## src/hw/rtl/wra_pkg.sv

```systemverilog
// ----------------------------------------------------------------------------
// wra_pkg
// Shared widths, codes and structs for the worker resource admission block.
// ----------------------------------------------------------------------------
package wra_pkg;

    localparam int MEM_BITS  = 48;
    localparam int CPU_BITS  = 10;
    localparam int FRAC_BITS = 16;

    localparam int UTIL_BITS = FRAC_BITS + 2;
    localparam int NUM_W     = MEM_BITS + 2;
    localparam int DEN_W     = MEM_BITS + 1;
    localparam int SUM_W     = MEM_BITS + 3;
    localparam int CNT_W     = $clog2(UTIL_BITS);
    localparam int CFG_IDX_W = 3;

    typedef enum logic [1:0] {
        REQ_CHECK = 2'd0,
        REQ_ADD   = 2'd1,
        REQ_FREE  = 2'd2
    } t_req_code;

    typedef enum logic [CFG_IDX_W-1:0] {
        CFG_CPUS = 3'd0,
        CFG_PHYS = 3'd1,
        CFG_SWAP = 3'd2,
        CFG_RESV = 3'd3,
        CFG_GPU  = 3'd4
    } t_cfg_idx;

    typedef struct packed {
        logic [1:0]          req_type;
        logic [MEM_BITS-1:0] min_mem;
        logic [MEM_BITS-1:0] max_mem;
        logic [MEM_BITS-1:0] base_mem;
        logic                threads_given;
        logic [CPU_BITS-1:0] thread_count;
        logic                wants_gpu;
    } t_req;

    typedef struct packed {
        logic [CPU_BITS:0] cpu;
        logic [MEM_BITS:0] mem_min;
        logic [MEM_BITS:0] mem_max;
        logic              gpu;
    } t_ledger;

    typedef struct packed {
        logic [CPU_BITS-1:0] worker_cpus;
        logic [MEM_BITS-1:0] physical;
        logic [MEM_BITS-1:0] swap;
        logic [MEM_BITS-1:0] reserved;
        logic                has_gpu;
    } t_cfg;

endpackage

```

## src/hw/rtl/wra_divider.sv

```systemverilog
// ----------------------------------------------------------------------------
// wra_divider
// Restoring fixed-point divider, one quotient bit per cycle, saturating.
// ----------------------------------------------------------------------------
module wra_divider (
    input  logic                           i_clk,
    input  logic                           i_rst_n,
    input  logic                           i_start,
    input  logic [wra_pkg::NUM_W-1:0]      i_num,
    input  logic [wra_pkg::DEN_W-1:0]      i_den,
    output logic                           o_done,
    output logic [wra_pkg::UTIL_BITS-1:0]  o_quot
);

    logic                            r_busy;
    logic                            r_done;
    logic                            r_sat;
    logic [wra_pkg::CNT_W-1:0]       r_cnt;
    logic [wra_pkg::DEN_W-1:0]       r_rem;
    logic [wra_pkg::DEN_W-1:0]       r_den;
    logic [1:0]                      r_low;
    logic [wra_pkg::UTIL_BITS-1:0]   r_quot;

    logic [wra_pkg::DEN_W:0]         n_trial;
    logic                            n_fit;
    logic [wra_pkg::DEN_W-1:0]       n_rem;
    logic [wra_pkg::UTIL_BITS-1:0]   n_quot;
    logic                            n_sat;

    always_comb begin
        n_trial = {r_rem, r_low[1]};
        n_fit   = n_trial >= {1'b0, r_den};
        n_rem   = n_fit ? wra_pkg::DEN_W'(n_trial - {1'b0, r_den})
                        : wra_pkg::DEN_W'(n_trial);
        n_quot  = {r_quot[wra_pkg::UTIL_BITS-2:0], n_fit};
        // quotient would not fit the integer bits (also covers a zero divisor)
        n_sat   = {1'b0, i_num} >= {i_den, 2'b00};
    end

    always_ff @(posedge i_clk) begin
        if (!i_rst_n) begin
            r_busy <= 1'b0;
            r_done <= 1'b0;
        end else begin
            r_done <= r_busy && (r_cnt == '0);
            if (i_start) begin
                r_busy <= 1'b1;
            end else if (r_busy && (r_cnt == '0)) begin
                r_busy <= 1'b0;
            end
        end
    end

    always_ff @(posedge i_clk) begin
        if (i_start) begin
            r_cnt  <= wra_pkg::CNT_W'(wra_pkg::UTIL_BITS - 1);
            r_rem  <= {1'b0, i_num[wra_pkg::NUM_W-1:2]};
            r_low  <= i_num[1:0];
            r_den  <= i_den;
            r_sat  <= n_sat;
            r_quot <= '0;
        end else if (r_busy) begin
            r_cnt  <= r_cnt - 1'b1;
            r_rem  <= n_rem;
            r_low  <= {r_low[0], 1'b0};
            r_quot <= (r_cnt == '0 && r_sat) ? '1 : n_quot;
        end
    end

    assign o_done = r_done;
    assign o_quot = r_quot;

endmodule

```

## src/hw/rtl/wra_ledger.sv

```systemverilog
// ----------------------------------------------------------------------------
// wra_ledger
// Committed resource counters, saturating update and admission check.
// ----------------------------------------------------------------------------
module wra_ledger (
    input  logic              i_clk,
    input  logic              i_rst_n,
    input  logic              i_sum,
    input  logic              i_commit,
    input  wra_pkg::t_req     i_req,
    input  wra_pkg::t_cfg     i_cfg,
    output wra_pkg::t_ledger  o_ledger,
    output logic              o_ok
);

    wra_pkg::t_ledger                r_led;
    logic                            r_ok;
    logic [wra_pkg::SUM_W-1:0]       r_common;

    logic [wra_pkg::CPU_BITS-1:0]    n_cnt;
    logic [wra_pkg::SUM_W-1:0]       n_need_min;
    logic [wra_pkg::SUM_W-1:0]       n_need_max;
    logic [wra_pkg::DEN_W-1:0]       n_cap;
    logic [wra_pkg::CPU_BITS+1:0]    n_cpu_sum;
    logic [wra_pkg::CPU_BITS+1:0]    n_cpu_chk;
    logic [wra_pkg::MEM_BITS+1:0]    n_min_sum;
    logic [wra_pkg::MEM_BITS+1:0]    n_max_sum;
    logic                            n_ok;

    always_comb begin
        n_cnt      = i_req.threads_given ? i_req.thread_count : i_cfg.worker_cpus;
        n_need_min = r_common + wra_pkg::SUM_W'(i_req.min_mem);
        n_need_max = r_common + wra_pkg::SUM_W'(i_req.max_mem);
        n_cap      = {1'b0, i_cfg.physical} + {1'b0, i_cfg.swap};
        n_cpu_sum  = {1'b0, r_led.cpu} + (wra_pkg::CPU_BITS+2)'(n_cnt);
        n_cpu_chk  = {1'b0, r_led.cpu} + (wra_pkg::CPU_BITS+2)'(i_req.thread_count);
        n_min_sum  = {1'b0, r_led.mem_min} + (wra_pkg::MEM_BITS+2)'(i_req.min_mem);
        n_max_sum  = {1'b0, r_led.mem_max} + (wra_pkg::MEM_BITS+2)'(i_req.max_mem);

        n_ok = 1'b1;
        if (n_need_min > wra_pkg::SUM_W'(i_cfg.physical)) begin
            n_ok = 1'b0;
        end
        if (n_need_max > wra_pkg::SUM_W'(n_cap)) begin
            n_ok = 1'b0;
        end
        if (i_req.threads_given) begin
            if (n_cpu_chk > (wra_pkg::CPU_BITS+2)'(i_cfg.worker_cpus)) begin
                n_ok = 1'b0;
            end
        end else if (r_led.cpu != '0) begin
            n_ok = 1'b0;
        end
        if (i_cfg.has_gpu && i_req.wants_gpu && r_led.gpu) begin
            n_ok = 1'b0;
        end
    end

    always_ff @(posedge i_clk) begin
        if (i_sum) begin
            r_common <= wra_pkg::SUM_W'(i_cfg.reserved) + wra_pkg::SUM_W'(r_led.mem_min)
                      + wra_pkg::SUM_W'(i_req.base_mem);
        end
    end

    always_ff @(posedge i_clk) begin
        if (!i_rst_n) begin
            r_led <= '0;
            r_ok  <= 1'b0;
        end else if (i_commit) begin
            r_ok <= (i_req.req_type == wra_pkg::REQ_CHECK) && n_ok;
            unique case (i_req.req_type)
                wra_pkg::REQ_CHECK: begin
                end
                wra_pkg::REQ_ADD: begin
                    if (i_req.wants_gpu) begin
                        r_led.gpu <= 1'b1;
                    end
                    r_led.cpu <= n_cpu_sum[wra_pkg::CPU_BITS+1] ? '1
                               : n_cpu_sum[wra_pkg::CPU_BITS:0];
                    r_led.mem_min <= n_min_sum[wra_pkg::MEM_BITS+1] ? '1
                                   : n_min_sum[wra_pkg::MEM_BITS:0];
                    r_led.mem_max <= n_max_sum[wra_pkg::MEM_BITS+1] ? '1
                                   : n_max_sum[wra_pkg::MEM_BITS:0];
                end
                wra_pkg::REQ_FREE: begin
                    if (i_req.wants_gpu) begin
                        r_led.gpu <= 1'b0;
                    end
                    r_led.cpu <= ((wra_pkg::CPU_BITS+1)'(n_cnt) >= r_led.cpu) ? '0
                               : r_led.cpu - (wra_pkg::CPU_BITS+1)'(n_cnt);
                    r_led.mem_min <= ((wra_pkg::MEM_BITS+1)'(i_req.min_mem) >= r_led.mem_min)
                                   ? '0
                                   : r_led.mem_min - (wra_pkg::MEM_BITS+1)'(i_req.min_mem);
                    r_led.mem_max <= ((wra_pkg::MEM_BITS+1)'(i_req.max_mem) >= r_led.mem_max)
                                   ? '0
                                   : r_led.mem_max - (wra_pkg::MEM_BITS+1)'(i_req.max_mem);
                end
                default: begin
                end
            endcase
        end
    end

    assign o_ledger = r_led;
    assign o_ok     = r_ok;

endmodule

```

## src/hw/rtl/worker_resource_admission.sv

```systemverilog
// Sequence: after the input transfer, a sum state and a check-and-update state, then
//   three ratios computed in turn on one shared 18-step divider, then the output.
// Input stalls until the result transfers, so no new request starts before that.
// Reset: synchronous, active low; counters and GPU flag cleared, worker CPUs and
//   physical memory set to 1, other control registers 0; request/datapath not reset.
// ----------------------------------------------------------------------------
// worker_resource_admission
// Admission check and resource bookkeeping for one worker with utilization.
// ----------------------------------------------------------------------------
module worker_resource_admission (
    input  logic                                i_clk,
    input  logic                                i_rst_n,
    input  logic                                i_cfg_we,
    input  logic [wra_pkg::CFG_IDX_W-1:0]       i_cfg_idx,
    input  logic [wra_pkg::MEM_BITS-1:0]        i_cfg_data,
    input  logic                                i_valid,
    output logic                                o_stall,
    input  logic [1:0]                          i_req_type,
    input  logic [wra_pkg::MEM_BITS-1:0]        i_min_mem,
    input  logic [wra_pkg::MEM_BITS-1:0]        i_max_mem,
    input  logic [wra_pkg::MEM_BITS-1:0]        i_base_mem,
    input  logic                                i_threads_given,
    input  logic [wra_pkg::CPU_BITS-1:0]        i_thread_count,
    input  logic                                i_wants_gpu,
    output logic                                o_valid,
    input  logic                                i_stall,
    output logic                                o_can_handle,
    output logic [wra_pkg::UTIL_BITS-1:0]       o_utilization
);

    typedef enum logic [2:0] {
        S_IDLE,
        S_SUM,
        S_CHECK,
        S_LOAD,
        S_RUN,
        S_OUT
    } t_state;

    typedef enum logic [1:0] {
        RATIO_CPU,
        RATIO_MIN,
        RATIO_MAX
    } t_ratio;

    t_state                          r_state;
    t_ratio                          r_sel;
    wra_pkg::t_cfg                   r_cfg;
    wra_pkg::t_req                   r_req;
    logic [wra_pkg::UTIL_BITS-1:0]   r_best;

    wra_pkg::t_ledger                w_led;
    logic                            w_ok;
    logic                            w_div_done;
    logic [wra_pkg::UTIL_BITS-1:0]   w_quot;
    logic [wra_pkg::NUM_W-1:0]       w_num;
    logic [wra_pkg::DEN_W-1:0]       w_den;
    logic                            w_accept;

    assign w_accept = i_valid && (r_state == S_IDLE);

    always_comb begin
        unique case (r_sel)
            RATIO_CPU: begin
                w_num = wra_pkg::NUM_W'(w_led.cpu);
                w_den = wra_pkg::DEN_W'(r_cfg.worker_cpus);
            end
            RATIO_MIN: begin
                w_num = {1'b0, w_led.mem_min} + wra_pkg::NUM_W'(r_cfg.reserved);
                w_den = wra_pkg::DEN_W'(r_cfg.physical);
            end
            RATIO_MAX: begin
                w_num = {1'b0, w_led.mem_max} + wra_pkg::NUM_W'(r_cfg.reserved);
                w_den = {1'b0, r_cfg.physical} + {1'b0, r_cfg.swap};
            end
            default: begin
                w_num = '0;
                w_den = '0;
            end
        endcase
    end

    always_ff @(posedge i_clk) begin
        if (!i_rst_n) begin
            r_cfg.worker_cpus <= wra_pkg::CPU_BITS'(1);
            r_cfg.physical    <= wra_pkg::MEM_BITS'(1);
            r_cfg.swap        <= '0;
            r_cfg.reserved    <= '0;
            r_cfg.has_gpu     <= 1'b0;
        end else if (i_cfg_we) begin
            unique case (i_cfg_idx)
                wra_pkg::CFG_CPUS: r_cfg.worker_cpus <= i_cfg_data[wra_pkg::CPU_BITS-1:0];
                wra_pkg::CFG_PHYS: r_cfg.physical    <= i_cfg_data;
                wra_pkg::CFG_SWAP: r_cfg.swap        <= i_cfg_data;
                wra_pkg::CFG_RESV: r_cfg.reserved    <= i_cfg_data;
                wra_pkg::CFG_GPU:  r_cfg.has_gpu     <= i_cfg_data[0];
                default: begin
                end
            endcase
        end
    end

    always_ff @(posedge i_clk) begin
        if (w_accept) begin
            r_req.req_type      <= i_req_type;
            r_req.min_mem       <= i_min_mem;
            r_req.max_mem       <= i_max_mem;
            r_req.base_mem      <= i_base_mem;
            r_req.threads_given <= i_threads_given;
            r_req.thread_count  <= i_thread_count;
            r_req.wants_gpu     <= i_wants_gpu;
        end
    end

    always_ff @(posedge i_clk) begin
        if (!i_rst_n) begin
            r_state <= S_IDLE;
            r_sel   <= RATIO_CPU;
            r_best  <= '0;
        end else begin
            unique case (r_state)
                S_IDLE: begin
                    if (i_valid) begin
                        r_state <= S_SUM;
                    end
                end
                S_SUM: begin
                    r_state <= S_CHECK;
                end
                S_CHECK: begin
                    r_sel   <= RATIO_CPU;
                    r_best  <= '0;
                    r_state <= S_LOAD;
                end
                S_LOAD: begin
                    r_state <= S_RUN;
                end
                S_RUN: begin
                    if (w_div_done) begin
                        if (w_quot > r_best) begin
                            r_best <= w_quot;
                        end
                        if (r_sel == RATIO_MAX) begin
                            r_state <= S_OUT;
                        end else begin
                            r_sel   <= t_ratio'(r_sel + 2'd1);
                            r_state <= S_LOAD;
                        end
                    end
                end
                S_OUT: begin
                    if (!i_stall) begin
                        r_state <= S_IDLE;
                    end
                end
                default: begin
                    r_state <= S_IDLE;
                end
            endcase
        end
    end

    wra_ledger u_ledger (
        .i_clk    (i_clk),
        .i_rst_n  (i_rst_n),
        .i_sum    (r_state == S_SUM),
        .i_commit (r_state == S_CHECK),
        .i_req    (r_req),
        .i_cfg    (r_cfg),
        .o_ledger (w_led),
        .o_ok     (w_ok)
    );

    wra_divider u_divider (
        .i_clk   (i_clk),
        .i_rst_n (i_rst_n),
        .i_start (r_state == S_LOAD),
        .i_num   (w_num),
        .i_den   (w_den),
        .o_done  (w_div_done),
        .o_quot  (w_quot)
    );

    assign o_stall       = (r_state != S_IDLE);
    assign o_valid       = (r_state == S_OUT);
    assign o_can_handle  = w_ok;
    assign o_utilization = r_best;

endmodule

```

## config.mk

```make
export PLATFORM = sky130hd
export DESIGN_NAME = worker_resource_admission
export DESIGN_NICKNAME = d
export VERILOG_FILES = /design/src/hw/rtl/wra_pkg.sv /design/src/hw/rtl/wra_divider.sv /design/src/hw/rtl/wra_ledger.sv /design/src/hw/rtl/worker_resource_admission.sv
export SDC_FILE = /design/constraint.sdc
export NUM_CORES = 2
export LEC_CHECK = 0
export ABC_CLOCK_PERIOD_IN_PS = 20300
export BUFFER_PORTS_ARGS = -buffer_cell sky130_fd_sc_hd__buf_2
export CORE_MARGIN = 1
export CORE_UTILIZATION = 25
export DETAILED_ROUTE_END_ITERATION = 16
export GPL_TIMING_DRIVEN = 0
export PLACE_DENSITY = 0.45
export SLEW_MARGIN = 25
export SYNTH_ARGS = -nofsm -noshare
export SYNTH_HDL_FRONTEND = slang
export SYNTH_HIERARCHICAL = 1
export SYNTH_SLANG_ARGS = --single-unit
```

## constraint.sdc

```tcl
create_clock -name i_clk -period 20.3 [get_ports i_clk]
set_clock_uncertainty 0.15 [all_clocks]
set_input_delay 4.06 -clock i_clk [delete_from_list [all_inputs] [get_ports i_clk]]
set_output_delay 4.06 -clock i_clk [all_outputs]
set_load 0.02 [all_outputs]
```

==> impl_metrics.yaml <==
status:
  status: "finished clean"
global_route:
  grt_overflow: 0
  grt_max_degree: 51
  grt_pass1_vias: 55800
  antenna_found_initial: 44
  grt.total_usage_pct: 22.1
  grt_pass1_wl_um: 390000
timing:
  hold_viol: 0
  period_share_pct: 44.3
  drv_slew: 0
  worst_slew_pin_slew_ps: 1200
  fin_ws_ps: 11310
  holdWs_ps: 361
  period_needed_ps: 8990
  maxSlewHeadroom_pct: 19.3
  rsz0062_at_grt: "false"
  tns_ps: 0
  clock.fmax_mhz: 111
  setup_viol: 0
drt:
  vias: 57300
  drt.antenna.violating_nets: 0
  viasPerCell: 5.26
  drt-initial-drc-count: 4834
  post-route-drc-count: 0
  firstDrtPassIters: 6
  wl_per_cell_um: 25.5
  drt-total-wl_um: 278000
power_and_ir_drop:
  total_power_uw: 9120
  cellPowerDensity_nw_per_um2: 133
  sequentialPowerShare_pct: 23.0
  peakVddDrop_v: 0.000107
  pwr-share-comb_pct: 59.6
  switchingPower_uw: 4490
  leakage_uw: 0.0288
  clkPwrFrac_pct: 17.4
  switching_share_pct: 49.3
  power.internal_uw: 4630
clock_tree:
  insertion_delay_ps: 760
  ctsHtreeMaxLevel: 3
  clock-sinks: 623
  cts_tree: "done"
  clk_pin_slew_worst_paths_ps: 60
  cts_hold_buf: 0
  cts_made_buffers: 87
  cts_buffer_depth: 3
  root_buffer: "clkbuf_16"
  cts_resized: 0
  post_cts_buffers: 0
placement:
  dpl_cell_area_sq_um: 65900
  hpwl_um: 232000
  portBuffers: 234
  post-place-ws_ps: 11120
  gp_congestion: 0.992
critical_path:
  start_kind: "flop"
  cp.required_ps: 20620
  critPathCaptureType: "flop"
  path_max_fanout: 10
  crit_family: "compound AO/OA/AOI/OAI gates"
  timing.critical_path.buf_inv: 4
  crit_top_cell: "a21oi_1"
  crit_type: "reg2reg"
  cpMaxStageDelayCell: "a2111oi_0"
  max_stage_delay_ps: 690
  crit_chain: "inv_1, ha_1, clkbuf_1, clkbuf_2, clkbuf_1, mux2_2, fa_1, a211oi_1, o21ai_0, a21oi_1, o21ai_1, a2111o_1, a21o_1, o21ai_2, o21a_1, mux2i_1, ha_1, a21o_1, a21oi_1, nor2b_1, a2111oi_0, o211ai_1, a21oi_1, a21oi_1"
  crit_arrival_ps: 9310
floorplanning:
  rows: 179
  die_area_sq_um: 243000
  dieWidth_um: 492
  pin_count: 235
  core_area_sq_um: 239000
  initial_core_util_pct: 25.2
  dieHeight_um: 492
layout:
  nets: 8650
  area_growth_pct: 14.5
  mostFrequentLayoutCell: "ha_1"
  fin_area_sq_um: 68800
  layout-drive-gt1-share_pct: 8.59
  final_cell_mix: "745 x ha_1, 694 x a21oi_1, 680 x nand2_1"
yosys:
  synth_top_family_by_area: "compound AO/OA/AOI/OAI gates"
  ys.warnings.count: 6
  synth_compound_area_share_pct: 26.5
  async_reset_ff_share_pct: 0
  synth-simple-area-share_pct: 15.6
  synthMuxAreaShare_pct: 1.71
  synthAdderAreaFrac_pct: 17.6
  synth_fp_nets: 8298
  avgSynthCellArea_sq_um: 8.26
  ys_seq_area_share_pct: 25.9
  synth_seq_cells: 623
  synthXorXnorAreaFrac_pct: 7.15
  synth_flop_cell: "dfxtp_1"
  synth_cell_types: 115
  syn_area_sq_um: 60100
  syn_inst: 7277
  synth_edf_count: 308
job:
  drv_cap: 0
hold_path:
  hp-class: "reg2reg"
-- logic make-up (layout without fill, tap and decap cells) --
family,after synthesis,after routing
XOR/XNOR,491,491
other,0,32
buffers and inverters,853,1271
AO/OA/AOI/OAI,2406,2406
flip-flops,623,623
adder cells (fa/ha/maj),807,807
multiplexers,96,96
AND/OR/NAND/NOR,2001,2001
-- flip-flops by register name, summed over array words and instances, names as in the netlist, 3 cells and up --
| signal | flops |
|---|---|
| u_ledger/r_common | 50 |
| u_divider/r_den | 49 |
| r_state | 3 |
| r_req | 158 |
| u_divider/r_rem | 49 |
| o_utilization | 18 |
| u_ledger/o_ledger | 110 |
| r_cfg | 155 |
| u_divider/o_quot | 18 |
| u_divider/r_cnt | 5 |
-- routing by layer --
metal,track usage [%],vias up,routed length (um)
li1,-,27200,-
met1,29.5,27800,126000
met2,36.0,1885,126000
met3,2.21,416,13400
met4,9.69,4,13200
met5,0,-,34
-- worst paths after layout --
| kind | cells past startpoint | slack, ps | endpoint | from |
|---|---|---|---|---|
| setup / recovery | 24 | 11310 | u_divider/r_sat | r_sel[0] |
| hold / removal | 2 | 360 | u_divider/r_cnt[1] | u_divider/r_cnt[1] |
| setup reg to reg | 24 | 11310 | u_divider/r_sat | r_sel[0] |
| hold reg to reg | 2 | 360 | u_divider/r_cnt[1] | u_divider/r_cnt[1] |
-- Yosys cell counts (47+ instances only) --
| master | number | area share, % |
|---|---|---|
| a31oi_1 | 110 | 1.1 |
| a21o_1 | 281 | 3.5 |
| clkbuf_1 | 290 | 1.8 |
| o21ai_0 | 367 | 3.1 |
| dfxtp_1 | 315 | 10 |
| o21a_1 | 64 | 0.80 |
| nand2b_1 | 77 | 0.80 |
| fa_1 | 62 | 2.1 |
| a21oi_1 | 694 | 5.8 |
| xor2_1 | 138 | 2.0 |
| edfxtp_1 | 308 | 15 |
| inv_1 | 491 | 3.1 |
| o221a_2 | 47 | 0.88 |
| nor2_1 | 514 | 3.2 |
| nand2_1 | 681 | 4.3 |
| nor3_1 | 104 | 0.87 |
| ha_1 | 745 | 15 |
| nand3_1 | 123 | 1.0 |
| a211oi_1 | 59 | 0.74 |
| mux2_2 | 51 | 0.95 |
| nor2b_1 | 104 | 1.1 |
| o211ai_1 | 48 | 0.60 |
| xnor2_1 | 353 | 5.1 |
| nand4_1 | 134 | 1.4 |
| and3_1 | 58 | 0.60 |
| a21boi_0 | 172 | 2.1 |
| o21bai_1 | 104 | 1.3 |
-- metrics by stage --
step                      instances  util [%]
after global placement        10700      27.4
after floorplan                7277         -
after CTS                     10900      28.8
final                         10900      28.9
after global routing          10900      28.8
after detailed placement      10700      27.6
-- worst min-delay path, stage by stage, from the launching register on --
cell	delay, ps
dfxtp_1	330
nor2_1	90
a211oi_1	50
-- power by group through the flow --
stage | clock network [uW] | registers (uW) | logic (uW)
floorplan | 0 | 1890 | 3720
global placement | 0 | 2170 | 5230
detailed placement | 0 | 2110 | 5340
CTS | 1630 | 2080 | 5370
global route | 1670 | 2110 | 5960
finish | 1590 | 2100 | 5430
-- final cells by class --
type | count | area [sq um]
clock inverter | 47 | 551
tap | 3167 | 3960
timing repair buffer | 263 | 1680
antenna | 32 | 80.1
inverter | 497 | 1870
multi-input combinational | 5801 | 41300
clock buffer | 108 | 2330
sequential | 623 | 15600
buffer | 356 | 1500
fill | 25700 | 170000
Power figures use the tool's default switching activity.
